==> config.mk <==
export PLATFORM = sky130hd
export DESIGN_NAME = dual_region_blob_bbox_centroid_core
export DESIGN_NICKNAME = d
export VERILOG_FILES = /design/src/hdl/drbb_pkg.sv /design/src/hdl/drbb_box.sv /design/src/hdl/dual_region_blob_bbox_centroid_core.sv
export VERILOG_INCLUDE_DIRS = /design/src /design/src/hdl
export SDC_FILE = /design/constraint.sdc
export NUM_CORES = 1
export LEC_CHECK = 0
export BUFFER_PORTS_ARGS = -buffer_cell sky130_fd_sc_hd__buf_2
export CELL_PAD_IN_SITES_DETAIL_PLACEMENT = 1
export CELL_PAD_IN_SITES_GLOBAL_PLACEMENT = 1
export CORE_AREA = 2 2 218 220
export DETAILED_ROUTE_END_ITERATION = 8
export DIE_AREA = 0 0 220 222
export GPL_ROUTABILITY_DRIVEN = 1
export PLACE_DENSITY = 0.81
export SLEW_MARGIN = 15
export SYNTH_ARGS = -nofsm -noshare
export SYNTH_HDL_FRONTEND = slang
export SYNTH_SLANG_ARGS = --single-unit
==> constraint.sdc <==
create_clock -name clk_i -period 12.2 [get_ports clk_i]
set_input_delay 2.44 -clock clk_i [delete_from_list [all_inputs] [get_ports clk_i]]
set_output_delay 2.44 -clock clk_i [all_outputs]
set_load 0.05 [all_outputs]
==> src/hdl/dual_region_blob_bbox_centroid_core_assert.svh <==
// Assertion macros shared by the blob bounding box design.
`ifndef DUAL_REGION_BLOB_BBOX_CENTROID_CORE_ASSERT_SVH
`define DUAL_REGION_BLOB_BBOX_CENTROID_CORE_ASSERT_SVH

// Same-cycle implication, disabled while reset is asserted.
`define DRBB_ASSERT_IMP(lbl, clk, rst_n, ante, cons, msg) \
  lbl: assert property (@(posedge clk) disable iff (!(rst_n)) (ante) |-> (cons)) \
    else $error(msg);

// Next-cycle implication, disabled while reset is asserted.
`define DRBB_ASSERT_NXT(lbl, clk, rst_n, ante, cons, msg) \
  lbl: assert property (@(posedge clk) disable iff (!(rst_n)) (ante) |=> (cons)) \
    else $error(msg);

`endif

==> src/hdl/drbb_pkg.sv <==
package drbb_pkg;

  localparam int CFG_INDEX_BITS = 3;
  localparam int CFG_DATA_BITS  = 16;

  typedef enum logic [CFG_INDEX_BITS-1:0] {
    CFG_LEVEL_LOW     = 3'd0,
    CFG_LEVEL_HIGH    = 3'd1,
    CFG_WINDOW_TOP    = 3'd2,
    CFG_WINDOW_BOTTOM = 3'd3,
    CFG_WINDOW_LEFT   = 3'd4,
    CFG_WINDOW_RIGHT  = 3'd5,
    CFG_SPLIT_COLUMN  = 3'd6
  } cfg_index_e;

  // Control for one region's box accumulator.
  typedef struct packed {
    logic adv;    // the pixel stage retires its word this cycle
    logic widen;  // the pixel is a hit for this region
    logic clear;  // the word ends the frame
  } box_ctl_t;

endpackage

==> src/hdl/drbb_box.sv <==
module drbb_box #(
  parameter int COORD_BITS = 11
) (
  input  logic                  clk_i,
  input  logic                  rst_ni,
  input  drbb_pkg::box_ctl_t    ctl_i,
  input  logic [COORD_BITS-1:0] row_i,
  input  logic [COORD_BITS-1:0] col_i,
  output logic [COORD_BITS-1:0] row_min_o,
  output logic [COORD_BITS-1:0] row_max_o,
  output logic [COORD_BITS-1:0] col_min_o,
  output logic [COORD_BITS-1:0] col_max_o,
  output logic                  hit_o
);

  logic [COORD_BITS-1:0] row_min_q, row_max_q, col_min_q, col_max_q;
  logic                  hit_q;

  // The box as it stands once the current pixel is folded in.
  always_comb begin
    row_min_o = row_min_q;
    row_max_o = row_max_q;
    col_min_o = col_min_q;
    col_max_o = col_max_q;
    if (ctl_i.widen) begin
      if (row_i < row_min_q) row_min_o = row_i;
      if (row_i > row_max_q) row_max_o = row_i;
      if (col_i < col_min_q) col_min_o = col_i;
      if (col_i > col_max_q) col_max_o = col_i;
    end
    hit_o = hit_q | ctl_i.widen;
  end

  always_ff @(posedge clk_i or negedge rst_ni) begin
    if (!rst_ni) begin
      row_min_q <= '1;
      row_max_q <= '0;
      col_min_q <= '1;
      col_max_q <= '0;
      hit_q     <= 1'b0;
    end else if (ctl_i.adv) begin
      if (ctl_i.clear) begin
        row_min_q <= '1;
        row_max_q <= '0;
        col_min_q <= '1;
        col_max_q <= '0;
        hit_q     <= 1'b0;
      end else begin
        row_min_q <= row_min_o;
        row_max_q <= row_max_o;
        col_min_q <= col_min_o;
        col_max_q <= col_max_o;
        hit_q     <= hit_o;
      end
    end
  end

endmodule

==> src/hdl/dual_region_blob_bbox_centroid_core.sv <==
// A frame-end word is taken into the input register and its first result then into the
// output register; a second result, for the right region, waits in the pending register.
// Throughput: one pixel word per cycle unless stalled; only compares and min/max against
// registers. A frame end with hits in both regions fills both the output and pending
// registers, so a frame-end word with a hit right behind it waits for the pending one to empty.
// Reset: registers take their default values, both boxes are cleared, no word is held.
`include "dual_region_blob_bbox_centroid_core_assert.svh"

module dual_region_blob_bbox_centroid_core #(
  parameter int COORD_BITS = 11,
  parameter int LEVEL_BITS = 8
) (
  input  logic                                clk_i,
  input  logic                                rst_ni,
  // configuration
  input  logic                                cfg_valid_i,
  output logic                                cfg_ready_o,
  input  logic [drbb_pkg::CFG_INDEX_BITS-1:0] cfg_index_i,
  input  logic [drbb_pkg::CFG_DATA_BITS-1:0]  cfg_data_i,
  // pixel stream
  input  logic                                in_valid_i,
  output logic                                in_stall_o,
  input  logic [LEVEL_BITS-1:0]               pixel_level_i,
  input  logic [COORD_BITS-1:0]               pixel_row_i,
  input  logic [COORD_BITS-1:0]               pixel_col_i,
  input  logic                                frame_end_i,
  // results
  output logic                                out_valid_o,
  input  logic                                out_stall_i,
  output logic                                region_side_o,
  output logic [COORD_BITS-1:0]               box_row_min_o,
  output logic [COORD_BITS-1:0]               box_row_max_o,
  output logic [COORD_BITS-1:0]               box_col_min_o,
  output logic [COORD_BITS-1:0]               box_col_max_o,
  output logic [COORD_BITS:0]                 centre_row_twice_o,
  output logic [COORD_BITS:0]                 centre_col_twice_o,
  output logic                                run_last_o
);

  typedef struct packed {
    logic                  side;
    logic [COORD_BITS-1:0] row_min;
    logic [COORD_BITS-1:0] row_max;
    logic [COORD_BITS-1:0] col_min;
    logic [COORD_BITS-1:0] col_max;
    logic [COORD_BITS:0]   crow;
    logic [COORD_BITS:0]   ccol;
    logic                  last;
  } result_t;

  // Configuration registers.
  logic [LEVEL_BITS-1:0] level_low_q, level_high_q;
  logic [COORD_BITS-1:0] win_top_q, win_bottom_q, win_left_q, win_right_q, split_q;

  assign cfg_ready_o = 1'b1;

  always_ff @(posedge clk_i or negedge rst_ni) begin
    if (!rst_ni) begin
      level_low_q  <= LEVEL_BITS'(60);
      level_high_q <= LEVEL_BITS'(75);
      win_top_q    <= COORD_BITS'(50);
      win_bottom_q <= COORD_BITS'(419);
      win_left_q   <= COORD_BITS'(50);
      win_right_q  <= COORD_BITS'(489);
      split_q      <= COORD_BITS'(320);
    end else if (cfg_valid_i && cfg_ready_o) begin
      unique case (cfg_index_i)
        drbb_pkg::CFG_LEVEL_LOW:     level_low_q  <= cfg_data_i[LEVEL_BITS-1:0];
        drbb_pkg::CFG_LEVEL_HIGH:    level_high_q <= cfg_data_i[LEVEL_BITS-1:0];
        drbb_pkg::CFG_WINDOW_TOP:    win_top_q    <= cfg_data_i[COORD_BITS-1:0];
        drbb_pkg::CFG_WINDOW_BOTTOM: win_bottom_q <= cfg_data_i[COORD_BITS-1:0];
        drbb_pkg::CFG_WINDOW_LEFT:   win_left_q   <= cfg_data_i[COORD_BITS-1:0];
        drbb_pkg::CFG_WINDOW_RIGHT:  win_right_q  <= cfg_data_i[COORD_BITS-1:0];
        drbb_pkg::CFG_SPLIT_COLUMN:  split_q      <= cfg_data_i[COORD_BITS-1:0];
        default: ;
      endcase
    end
  end

  // Input register.
  logic                  s1_valid_q;
  logic [LEVEL_BITS-1:0] s1_level_q;
  logic [COORD_BITS-1:0] s1_row_q, s1_col_q;
  logic                  s1_fend_q;
  logic                  s1_adv;

  assign in_stall_o = s1_valid_q && !s1_adv;

  always_ff @(posedge clk_i or negedge rst_ni) begin
    if (!rst_ni) begin
      s1_valid_q <= 1'b0;
    end else if (in_valid_i && !in_stall_o) begin
      s1_valid_q <= 1'b1;
    end else if (s1_adv) begin
      s1_valid_q <= 1'b0;
    end
  end

  always_ff @(posedge clk_i) begin
    if (in_valid_i && !in_stall_o) begin
      s1_level_q <= pixel_level_i;
      s1_row_q   <= pixel_row_i;
      s1_col_q   <= pixel_col_i;
      s1_fend_q  <= frame_end_i;
    end
  end

  // Hit classification.
  logic pix_hit, go_left;
  assign pix_hit = s1_valid_q &&
                   (s1_row_q >= win_top_q) && (s1_row_q <= win_bottom_q) &&
                   (s1_col_q >= win_left_q) && (s1_col_q <= win_right_q) &&
                   (s1_level_q >= level_low_q) && (s1_level_q <= level_high_q);
  assign go_left = (s1_col_q <= split_q);

  drbb_pkg::box_ctl_t    left_ctl, right_ctl;
  logic [COORD_BITS-1:0] l_rmin, l_rmax, l_cmin, l_cmax;
  logic [COORD_BITS-1:0] r_rmin, r_rmax, r_cmin, r_cmax;
  logic                  l_hit, r_hit;

  always_comb begin
    left_ctl.adv    = s1_adv;
    left_ctl.widen  = pix_hit && go_left;
    left_ctl.clear  = s1_fend_q;
    right_ctl.adv   = s1_adv;
    right_ctl.widen = pix_hit && !go_left;
    right_ctl.clear = s1_fend_q;
  end

  drbb_box #(.COORD_BITS(COORD_BITS)) u_left (
    .clk_i     (clk_i),
    .rst_ni    (rst_ni),
    .ctl_i     (left_ctl),
    .row_i     (s1_row_q),
    .col_i     (s1_col_q),
    .row_min_o (l_rmin),
    .row_max_o (l_rmax),
    .col_min_o (l_cmin),
    .col_max_o (l_cmax),
    .hit_o     (l_hit)
  );

  drbb_box #(.COORD_BITS(COORD_BITS)) u_right (
    .clk_i     (clk_i),
    .rst_ni    (rst_ni),
    .ctl_i     (right_ctl),
    .row_i     (s1_row_q),
    .col_i     (s1_col_q),
    .row_min_o (r_rmin),
    .row_max_o (r_rmax),
    .col_min_o (r_cmin),
    .col_max_o (r_cmax),
    .hit_o     (r_hit)
  );

  // Results of a frame-end word.
  logic    emit_left, emit_right, has_res;
  result_t left_res, right_res;

  assign emit_left  = s1_valid_q && s1_fend_q && l_hit;
  assign emit_right = s1_valid_q && s1_fend_q && r_hit;
  assign has_res    = emit_left || emit_right;

  always_comb begin
    left_res.side     = 1'b0;
    left_res.row_min  = l_rmin;
    left_res.row_max  = l_rmax;
    left_res.col_min  = l_cmin;
    left_res.col_max  = l_cmax;
    left_res.crow     = {1'b0, l_rmin} + {1'b0, l_rmax};
    left_res.ccol     = {1'b0, l_cmin} + {1'b0, l_cmax};
    left_res.last     = !r_hit;
    right_res.side    = 1'b1;
    right_res.row_min = r_rmin;
    right_res.row_max = r_rmax;
    right_res.col_min = r_cmin;
    right_res.col_max = r_cmax;
    right_res.crow    = {1'b0, r_rmin} + {1'b0, r_rmax};
    right_res.ccol    = {1'b0, r_cmin} + {1'b0, r_cmax};
    right_res.last    = 1'b1;
  end

  // Output register plus one pending slot for the right-region result.
  logic    out_valid_q, out_valid_d, pend_valid_q, pend_valid_d;
  result_t out_q, out_d, pend_q, pend_d;
  logic    out_free;

  assign out_free = !out_valid_q || !out_stall_i;
  assign s1_adv   = s1_valid_q && (!has_res || (!pend_valid_q && out_free));

  always_comb begin
    out_valid_d  = out_valid_q;
    out_d        = out_q;
    pend_valid_d = pend_valid_q;
    pend_d       = pend_q;
    if (pend_valid_q && out_free) begin
      out_valid_d  = 1'b1;
      out_d        = pend_q;
      pend_valid_d = 1'b0;
    end else if (s1_adv && has_res) begin
      out_valid_d  = 1'b1;
      out_d        = emit_left ? left_res : right_res;
      pend_valid_d = emit_left && emit_right;
      pend_d       = right_res;
    end else if (out_free) begin
      out_valid_d  = 1'b0;
    end
  end

  always_ff @(posedge clk_i or negedge rst_ni) begin
    if (!rst_ni) begin
      out_valid_q  <= 1'b0;
      pend_valid_q <= 1'b0;
    end else begin
      out_valid_q  <= out_valid_d;
      pend_valid_q <= pend_valid_d;
    end
  end

  always_ff @(posedge clk_i) begin
    out_q  <= out_d;
    pend_q <= pend_d;
  end

  assign out_valid_o        = out_valid_q;
  assign region_side_o      = out_q.side;
  assign box_row_min_o      = out_q.row_min;
  assign box_row_max_o      = out_q.row_max;
  assign box_col_min_o      = out_q.col_min;
  assign box_col_max_o      = out_q.col_max;
  assign centre_row_twice_o = out_q.crow;
  assign centre_col_twice_o = out_q.ccol;
  assign run_last_o         = out_q.last;

  `DRBB_ASSERT_IMP(a_pend_needs_out, clk_i, rst_ni, pend_valid_q, out_valid_q,
                   "pending result without output")
  `DRBB_ASSERT_IMP(a_pend_is_right_last, clk_i, rst_ni, pend_valid_q,
                   pend_q.side && pend_q.last, "pending result is not the final right region")
  `DRBB_ASSERT_NXT(a_two_results_pend, clk_i, rst_ni, s1_adv && emit_left && emit_right,
                   pend_valid_q, "second result of a frame was dropped")
  `DRBB_ASSERT_IMP(a_not_last_has_follow, clk_i, rst_ni, out_valid_q && !out_q.last,
                   pend_valid_q, "non-final result without a following one")

endmodule

### Word level (Yosys, flattened, before mapping)

Index checks and enable logic that the tools add are counted.

* register bits after elaboration: 333
* output and inout port bits: 73

* add/subtract/negate cells: 4
* order comparisons: 15
* equality and inequality tests: 6
* multiplexer cells: 36
* bitwise gates (word level): 3
* reductions and logical operators: 41

Operators with widths (number)
* two-way mux 11 bit: 24
* two-way mux 70 bit: 2
* two-way mux 69 bit: 1
* adder 11 x 11 -> 12 bit: 4
* greater-than comparator 11 bit: 4
* less-than comparator 11 bit: 4
* <= comparator 11 bit: 3
* >= comparator 11 bit: 2
* logical AND 1 bit: 18
* AND reduction 2 bit: 8
* == test 3 bit, second input constant: 3
* two-way mux 1 bit: 9
* >= comparator 8 bit: 1
* <= comparator 8 bit: 1
* zero test 1 bit: 8
* == test 3 x 2 -> 1 bit, second input constant: 2
* nonzero test 2 bit: 2
* == test 3 x 1 -> 1 bit, second input constant: 1
* zero test 3 bit: 1
* logical OR 1 bit: 3
* nonzero test 3 bit: 1
* OR 1 bit: 2
* inverter 1 bit: 1

### Longest topological paths before layout

* depth in word-level cells: 19
* mapped depth: 23
* mapped depth without buffers: 21

### Hierarchy

From an unflattened synthesis, not the netlist that was laid out.

* cells, all modules: 1982
* area total of the unflattened synthesis: 20160.6 um^2

Modules (own cells, without submodules)
* dual_region_blob_bbox_centroid_core: instances 1, cells an instance 1144, area an instance 12756.0 um^2, seq. area each 6960.4 um^2
* drbb_box: instances 2, cells an instance 419, area an instance 3702.3 um^2, seq. area each 1153.6 um^2

### Worst setup path before layout

Ideal clock, no wire load.

* path type: input to register
* start: input out_stall_i
* end: register pend_q[10] (netlist bit), enable pin
* library setup time: 0.494 ns
* arrival time: 5.544 ns
* data required time: 11.706 ns
* slack: 6.161 ns
* stages on the path: 3
* cell sequence: nand2_1 nand2b_1 nor2_1

* longest elaborated chain between the ends: 7
* elaborated cells on any way between the ends: 9

Ends and longest elaborated chain
* from (decl): RTL line dual_region_blob_bbox_centroid_core.sv:29 `input logic out_stall_i,`
* zero test 1 bit *: RTL line dual_region_blob_bbox_centroid_core.sv:188 `assign out_free = !out_valid_q || !out_stall_i;`
* logical OR 1 bit *: RTL line dual_region_blob_bbox_centroid_core.sv:188
* logical AND 1 bit: RTL line dual_region_blob_bbox_centroid_core.sv:189 `assign s1_adv = s1_valid_q && (!has_res || (!pend_valid_q && out_free));`
* logical OR 1 bit: RTL line dual_region_blob_bbox_centroid_core.sv:189
* logical AND 1 bit: RTL line dual_region_blob_bbox_centroid_core.sv:189
* logical AND 1 bit: RTL line dual_region_blob_bbox_centroid_core.sv:200 `end else if (s1_adv && has_res) begin`
* AND reduction 2 bit (no source line) *
* to (signal assigned): RTL line dual_region_blob_bbox_centroid_core.sv:222 `pend_q <= pend_d;`
* to (decl): RTL line dual_region_blob_bbox_centroid_core.sv:185 `result_t out_q, out_d, pend_q, pend_d;`

Mark *: on every way between the ends. The rest lies on a longest branch, timed or not.
A chain may end at the register's enable or synchronous reset.

==> impl_metrics.py <==
metrics = {
    "hold_path": {
        "hp-class": "flop to flop",
    },
    "sta": {
        "slew_viol_final": 0,
        "fin_ws_ps": 4834,
        "fin_worst_skew_ps": 25.18,
        "max_freq_ghz": 0.1358,
        "fin_tns_setup_ps": 0,
        "whs_ps": 470.3,
        "slew_headroom": 0.2507,
        "setup_viol": 0,
        "fin_crit_sh": 0.6038,
        "rsz0062_at_grt": "no",
        "fin_crit_ps": 7366,
        "final_hold_viol_count": 0,
        "max_slew.worst_pin.slew_ps": 1118,
    },
    "global_route": {
        "grt.overflow.total": 0,
        "antenna_found_initial": 0,
        "grt_pass1_wl_um": 90580,
        "grt_pass1_vias": 16061,
        "track_usage": 0.2381,
        "grt_max_degree": 95,
    },
    "clock_tree": {
        "cts_htree_levels": 2,
        "cts_sinks": 333,
        "path_clk_slew_ps": 60,
        "ctsHoldBuffers": 0,
        "clk_latency_ps": 570,
        "cts_tree": "built",
        "clockRootBuffer": "clkbuf_16",
        "cts_setup_buffers": 0,
        "post_cts_resized": 0,
        "cts_buffer_depth": 3,
        "cts_made_buffers": 39,
    },
    "placement": {
        "gp_congestion": 0.8877,
        "io_buffers": 121,
        "placed_cells": 2499,
        "hpwlAfterDp_um": 39120,
        "preCtsSetupSlack_ps": 4750,
        "place_area_um2": 20530,
    },
    "logic_synthesis": {
        "synth_nets": 2084,
        "synthCells": 1826,
        "ys.warnings.count": 0,
        "yosysTopAreaCellShare": 0.2631,
        "ys.flop_type": "edfxtp_1",
        "yosys.area_share.simple": 0.1273,
        "synth_xor_area_frac": 0.01544,
        "synthTopCellsByArea": "edfxtp_1 (26%), ha_1 (13%), dfrtp_1 (12%)",
        "yosysSeqAreaShare": 0.4805,
        "synth_cell_types": 72,
        "synthArstFlopShare": 0.4925,
        "yosys.area.top_type": "edfxtp_1",
        "ys_ff_latch": 333,
        "synthMuxAreaShare": 0.07434,
        "synth_top_family_by_area": "adder cells",
        "synth-edff-count": 169,
        "synth-compound-area-share": 0.1198,
        "syn_area_per_cell_um2": 10.56,
        "synth_area_um2": 19290,
        "synth_adder_area_share": 0.1332,
    },
    "pwr": {
        "max-vdd-ir-drop_mv": 0.08130,
        "p_comb_frac": 0.212,
        "seq_power_share": 0.432,
        "power_mw": 3.279,
        "powerDensity_nw_per_um2": 150.4,
        "switching_share": 0.3083,
        "p_int_mw": 2.268,
        "clkPwrFrac": 0.355,
        "p_leak_nw": 9.091,
        "power_switching_mw": 1.011,
    },
    "route": {
        "drt_pass1_iterations": 5,
        "wirelength_um": 56790,
        "via_per_inst": 5.718,
        "vias": 14695,
        "drc": 0,
        "wl_per_cell_um": 22.10,
        "postRouteAntennaNets": 0,
        "drtIter0Drc": 681,
    },
    "run_status": {
        "status": "finished, final reports clean",
    },
    "finish": {
        "antenna_cells": 0,
        "largest_reg_flops": 68,
        "utilization": 0.4714,
        "n_fill_cell": 5109,
        "fin_area_um2": 21800,
        "drive_above_1_share": 0.2211,
        "final_cell_mix": "ha_1 (199), inv_1 (169), edfxtp_1 (169)",
        "syn2layout_area_growth_pct": 13.05,
        "largest-register": "pend_q",
        "nNetsFinal": 2191,
        "layout_commonest_cell": "ha_1",
        "final-instance-count-excl-fill": 2570,
    },
    "floorplan": {
        "fp.dieH_um": 222,
        "die_area_um2": 48840,
        "core_area_um2": 46260,
        "start_util": 0.4170,
        "rows": 79,
        "die_x_um": 220,
        "ios": 128,
    },
    "setup_path": {
        "cp-end-kind": "flop",
        "critical_path_class": "flop to flop",
        "required_ps": 12610,
        "cp.arrival_ps": 7780,
        "path_max_fanout": 11,
        "cp-start-kind": "flop",
    },
    "run": {
        "drv_cap": 0,
    },
}
[cells by family after synthesis]
| logic type | after synthesis |
|---|---|
| compound gates | 387 |
| xor+xnor | 34 |
| fa+ha+maj | 203 |
| buf+inv | 244 |
| flops | 333 |
| mux | 124 |
| other cells | 1 |
| simple gates | 500 |
[per-layer routing]
metal,vias to the layer above,part of all wire,global-route usage
met2,301,0.51,0.4174
met5,-,0,0
met4,0,0.043,0.1005
met3,130,0.037,0.03292
li1,6781,-,-
met1,7483,0.41,0.2911
[synthesized netlist by cell type (all sizes together), types with 5 or more instances]
cell,number
a211o,6
a211oi,11
a21o,18
a21oi,82
a31o,5
a31oi,23
and2,6
buf,17
clkbuf,56
dfrtp,93
dfstp,71
edfxtp,169
ha,199
inv,170
mux2,121
nand2,122
nand2b,15
nand3,58
nand4,14
nor2,133
nor2b,13
nor3,106
nor4,11
o211ai,8
o21a,13
o21ai,169
o22a,11
o22ai,12
or3,5
xnor2,27
xor2,7
[worst max-delay path: stages, from the launching register on]
cell and delay, ps:
edfxtp_1 720, ha_1 360, a211oi_1 250, nor2_1 80, o311ai_0 500, o2111ai_1 260, or4b_1 950, nor4_4 820
mux2_2 480, ha_1 250, fa_1 410, a21o_1 200, a21oi_1 230, nor2b_1 90, or4b_2 630, a31o_2 270
a21oi_1 200, xnor2_1 160, a21oi_1 100, a21oi_1 220
[power by group through the flow]
stage          logic [mW]  registers, mW  clock network [mW]
4_1_cts             0.699           1.42                1.19
2_1_floorplan       0.404           1.50                   0
6_report            0.696           1.42                1.16
3_3_place_gp        0.650           1.43                   0
3_5_place_dp        0.687           1.44                   0
5_1_grt             0.775           1.43                1.24
[path summary, 6_finish.rpt]
path                                           start  slack [ps]  cells past startpoint                      to
worst max-delay path                     s1_col_q[4]        4830                     19  centre_col_twice_o[10]
max in group asynchronous                     rst_ni        8630                      2             out_valid_o
worst min register to register  u_right.col_min_q[0]         470                      2    u_right.col_min_q[0]
worst min-delay path            u_right.col_min_q[0]         470                      2    u_right.col_min_q[0]
worst max register to register           s1_col_q[4]        4830                     19  centre_col_twice_o[10]
min in group asynchronous                     rst_ni        1990                      1          level_low_q[0]
[final cells by class]
class                           count  area (um2)  area share
Clock buffer                       57        1125     0.05159
Clock inverter                     14       140.1    0.006427
Inverter                          171       641.9     0.02944
Multi-Input combinational cell   1249        9124      0.4184
Sequential cell                   333        9268      0.4250
Tap cell                          607       759.5     0.03483
Timing Repair Buffer              139       747.0     0.03426
(Power assumes the default switching activity.)
